### src/sv/imhtq_ram.sv
// Single-port-write, single-port-read memory with a registered read.
// Used for the heap slots and the handle position map. No dependencies.
`timescale 1ns / 1ps
`default_nettype none
module imhtq_ram #(
	parameter int DEPTH = 65,
	parameter int WIDTH = 40
) (
	input wire logic clk,
	input wire logic we,
	input wire logic [$clog2(DEPTH)-1:0] waddr,
	input wire logic [WIDTH-1:0] wdata,
	input wire logic re,
	input wire logic [$clog2(DEPTH)-1:0] raddr,
	output logic [WIDTH-1:0] rdata
);
	logic [WIDTH-1:0] mem [0:DEPTH-1];

	always_ff @(posedge clk) begin
		if (we) begin
			mem[waddr] <= wdata;
		end
	end

	always_ff @(posedge clk) begin
		if (re) begin
			rdata <= mem[raddr];
		end
	end
endmodule
`default_nettype wire
### config.mk
export PLATFORM = sky130hd
export DESIGN_NAME = imhtq_ram
export DESIGN_NICKNAME = d
export VERILOG_FILES = /design/src/sv/imhtq_ram.sv
export SDC_FILE = /design/constraint.sdc
export NUM_CORES = 2
export LEC_CHECK = 0
export BUFFER_PORTS_ARGS = -buffer_cell sky130_fd_sc_hd__clkbuf_2
export CAP_MARGIN = 0
export CORE_MARGIN = 1
export CORE_UTILIZATION = 45
export DETAILED_ROUTE_END_ITERATION = 8
export GPL_TIMING_DRIVEN = 1
export PLACE_DENSITY_LB_ADDON = 0.05
export SLEW_MARGIN = 5
export SYNTH_ARGS = -nofsm -noshare
export SYNTH_HDL_FRONTEND = slang
export SYNTH_SLANG_ARGS = --single-unit
### constraint.sdc
create_clock -name clk -period 7.7 [get_ports clk]
set_input_delay 0.77 -clock clk [delete_from_list [all_inputs] [get_ports clk]]
set_output_delay 0.77 -clock clk [all_outputs]
set_load 0.005 [all_outputs]
======== Word-level counts from Yosys, hierarchy flattened ========
Memories as Yosys holds them, arrays and structs flattened. A register that Yosys moved wholly into a read port is not among the register bits.
Index checks and enable logic that the tools add are counted.
word-level totals
  register bits ........................... 0
  bits in writable memories ............... 2600
  bits of input ports ..................... 57
  output and inout bits ................... 40
  memories kept ........................... 1
operators by class
  muxes and demuxes ....................... 2
memory list
  memory  depth  bits a word  read ports  clocked after memory_dff  write ports  line  RTL
  mem     65     40           1           1                         1            17    logic [WIDTH-1:0] mem [0:DEPTH-1];
operators by type and width
  cell               number
  1-bit two-way mux  2

======== Logic depth before layout (Yosys ltp) ========
  depth after elaboration ................. 2
  gate-level depth with buffers ........... 9

======== Least setup slack after synthesis ========
No wires, ideal clock.
  kind .................................... input to register
  start ................................... in we
  end ..................................... mem mem[18][0], enable pin
  setup time .............................. 487 ps
  data arrival time ....................... 4097 ps
  required time ........................... 7213 ps
  slack ................................... 3116 ps
  cell stages on the path ................. 3
  path buffers ............................ 1
  path through ............................ clkbuf_1 -> nand3_1 -> nor3_1
between the ends
  longest elaborated chain between the ends .. 2
RTL lines
  element                                  line  RTL
  from (decl)                              10    input wire logic we,
  1-bit two-way mux                        20    if (we) begin
  1-bit two-way mux (implied by the code)  21    mem[waddr] <= wdata;
  to (decl)                                17
No other way between the ends.

==> results.yml <==
die:
  die_h_um: 475
  start_util: 0.452
  io_pins: 97
  num_rows: 173
  dieArea_mm2: 0.225
  die_w_um: 475
  core_area_mm2: 0.222
sta:
  max_freq_ghz: 0.270
  fin_worst_skew_ns: 0.0445
  tns_ns: 0
  worst_pin_slew_ns: 1.31
  finalHoldViolCount: 0
  holdWs_ns: 0.197
  grt_setup_unrepaired: "false"
  slew_viol_final: 0
  period_share: 0.481
  report.final.setup_viol: 0
  slew-limit-headroom: 0.115
  post-route-min-period_ns: 3.70
min_path:
  hold_path_depth: 1
  hold_start: "wdata[20]"
  hp-class: "input pin to register"
  hold_end: "mem[9][20]$_DFFE_PP_"
critical_path:
  cp-end-kind: "register"
  r2r-start: "mem[54][9]$_DFFE_PP_"
  cp_data_required_time_ns: 8.37
  crit_arrival_ns: 4.37
  path_class: "input pin to register"
  ff2ff_path_depth: 6
  r2r_slack_ns: 4.87
  worstReg2RegEnd: "rdata[9]$_DFFE_PP_"
  start_kind: "input pin"
  cp_max_fo: 46
global_routing:
  grt_pass1_vias: 49800
  grt_max_degree: 112
  antenna_found_initial: 15
  grt_first_pass_wirelength_mm: 394
  overflow: 0
  grt_usage: 0.253
route:
  vias: 49500
  wl_met1_mm: 122
  drt-initial-drc-count: 5633
  wire_per_inst_um: 34.7
  wl_met3_mm: 15.6
  ant_nets: 0
  viasPerCell: 6.06
  top_layer: "met4"
  drc: 0
  routed_wl_mm: 284
  firstDrtPassIters: 7
  met2WireLength_mm: 139
final_layout:
  drive_gt1_frac: 0.216
  num-nets-final: 5051
  area_growth_pct: 13.4
clock_network:
  cts_buffers: 294
  path_clk_slew_ns: 0.06
  cts_tree: "yes"
  cts_sinks: 2640
  h-tree-depth: 5
  cts_root_buf: "clkbuf_16"
  cts_hold_buf: 0
  clk_latency_ns: 0.93
  cts_resized: 0
  clockBufferDepth: 4
  post_cts_buffers: 0
outcome:
  outcome: "finished clean"
synthesis:
  syn_avg_cell_area_um2: 21.3
  synth-compound-area-share: 0.0389
  post_synth_fa_ha_maj_area_fraction: 0
  synth_top_area_frac: 0.789
  synthCells: 4718
  synth_warnings: 0
  synth_top_family_by_area: "multiplexers"
  synth-seq-cells: 2640
  synth.largest_area_cell: "edfxtp_1"
  synth-xor-area-share: 0
  synth.distinct_cells: 38
  synthSimpleGateAreaFrac: 0.0126
  synthMuxAreaShare: 0.146
  syn-num-nets: 4775
  syn_area_mm2: 0.100
  ys_seq_area_frac: 0.789
  synth_area_leaders: "edfxtp_1 79%, mux4_2 9.0%, mux2i_1 5.2%, o21ai_0 0.75%, a221oi_1 0.70%"
power_and_ir_drop:
  powerDensity_mw_per_mm2: 265
  power_mw: 30.2
  p_leak_nw: 36.4
  peakVddDrop_mv: 0.227
run:
  max_cap_violations: 0
placement:
  dpl.hpwl_mm: 145
  port_buffers: 96
  gp_congestion: 0.764
worst max-delay path by stage:
stage	startpoint	end	slack [ns]	cells past startpoint
after floorplan	we	mem[18][0]$_DFFE_PP_	3.12	3
after global placement	raddr[2]	rdata[5]$_DFFE_PP_	3.06	7
after detailed placement	raddr[4]	rdata[13]$_DFFE_PP_	3.07	8
after CTS	raddr[4]	rdata[13]$_DFFE_PP_	4.03	8
after global routing	raddr[0]	rdata[31]$_DFFE_PP_	3.92	7
final	raddr[4]	rdata[9]$_DFFE_PP_	4.00	8
sequential cells by signal, summed over array words and instances (netlist names):
register and count:
mem 2600, rdata 40
where the power goes:
| group | switching (mW) | total [mW] | internal [mW] | leakage (nW) |
|---|---|---|---|---|
| Clock | 5.42 | 12.9 | 7.50 | 4.21 |
| Combinational | 0.901 | 1.34 | 0.438 | 8.44 |
| Sequential | 0.0373 | 15.9 | 15.9 | 23.8 |
| Total | 6.35 | 30.2 | 23.8 | 36.4 |
metrics by stage:
stage / util / setup slack (ns) / instances / cell area (um2)
after floorplan: - / 3.12 / 4718 / 100000
final: 0.513 / 4.00 / 8176 / 114000
after detailed placement: 0.474 / 3.07 / 7673 / 105000
after global routing: 0.513 / 3.92 / 8172 / 114000
after CTS: 0.513 / 4.03 / 8168 / 114000
after global placement: 0.474 / 3.06 / 7673 / 105000
final cells by class:
type                            instances  area [um2]
Fill cell                           17800      108000
Sequential cell                      2640       79300
Multi-Input combinational cell       1799       20400
Clock buffer                          380        7850
Tap cell                             2975        3720
Timing Repair Buffer                  259        1900
Clock inverter                        115         783
Antenna cell                            8        20.0
synthesized netlist by cell type:
cell type / number
nor2_1: 101
nand2b_1: 3
or4b_1: 1
a21oi_1: 40
and4b_1: 1
a221oi_1: 80
o21ai_1: 11
o21ai_0: 150
a221o_1: 40
and2_1: 2
buf_1: 18
nand4b_1: 3
nand3b_1: 1
mux2i_1: 520
or2_2: 1
a31oi_1: 40
clkbuf_1: 109
nand3_1: 11
nor2b_1: 9
nor3b_1: 1
buf_6: 12
o221ai_1: 78
o22ai_1: 40
buf_2: 118
nand4bb_1: 2
edfxtp_1: 2640
o22a_1: 1
buf_4: 22
and3b_1: 1
nor4_1: 40
or3_1: 1
nand2_1: 89
nor3_1: 9
mux4_2: 400
nand4_1: 2
a22oi_1: 80
mux2_2: 40
o211ai_1: 1
routing by layer:
metal  vias to the layer above  global-route usage
met5                         -                   0
met4                         0              0.0670
met3                       401              0.0330
met2                      1645               0.412
met1                     27000               0.359
li1                      20500                   -
worst max-delay path, cell delays in order:
cell and delay [ns]:
buf_8 0.22, buf_4 0.46, nand4b_1 0.19, buf_4 0.63
o22ai_1 0.17, nor4_1 0.90, a31oi_1 0.51, a221o_1 0.38
cell families after synthesis:
| logic type | after synthesis |
|---|---|
| DFF | 2640 |
| and+or+nand+nor | 278 |
| AOI/OAI and AO/OA | 561 |
| buffers and inverters | 279 |
| muxes | 960 |
cell usage in the layout (no fill, tap or decap), types with 2 or more instances in the layout:
cell	instances
clkinv_1	72
and2_4	2
nand2_1	89
mux4_2	400
a21oi_1	40
o21ai_1	11
buf_12	13
o22ai_1	40
edfxtp_1	2640
inv_6	3
clkinv_2	28
mux2i_1	520
nand2b_1	2
o221ai_1	78
nor2b_4	3
a22oi_1	80
a221oi_1	80
buf_8	3
nand4b_1	3
clkbuf_1	78
mux2_2	40
nand4bb_4	2
nor4_1	40
diode_2	8
a221o_1	40
nor2b_1	6
clkbuf_16	302
nor2_4	57
o21ai_0	150
nor2_1	44
nor3_2	9
bufinv_16	11
buf_4	152
nand4_1	2
clkbuf_2	91
nand3_1	10
a31oi_1	40
No activity file was read; power rests on OpenSTA's default activity.
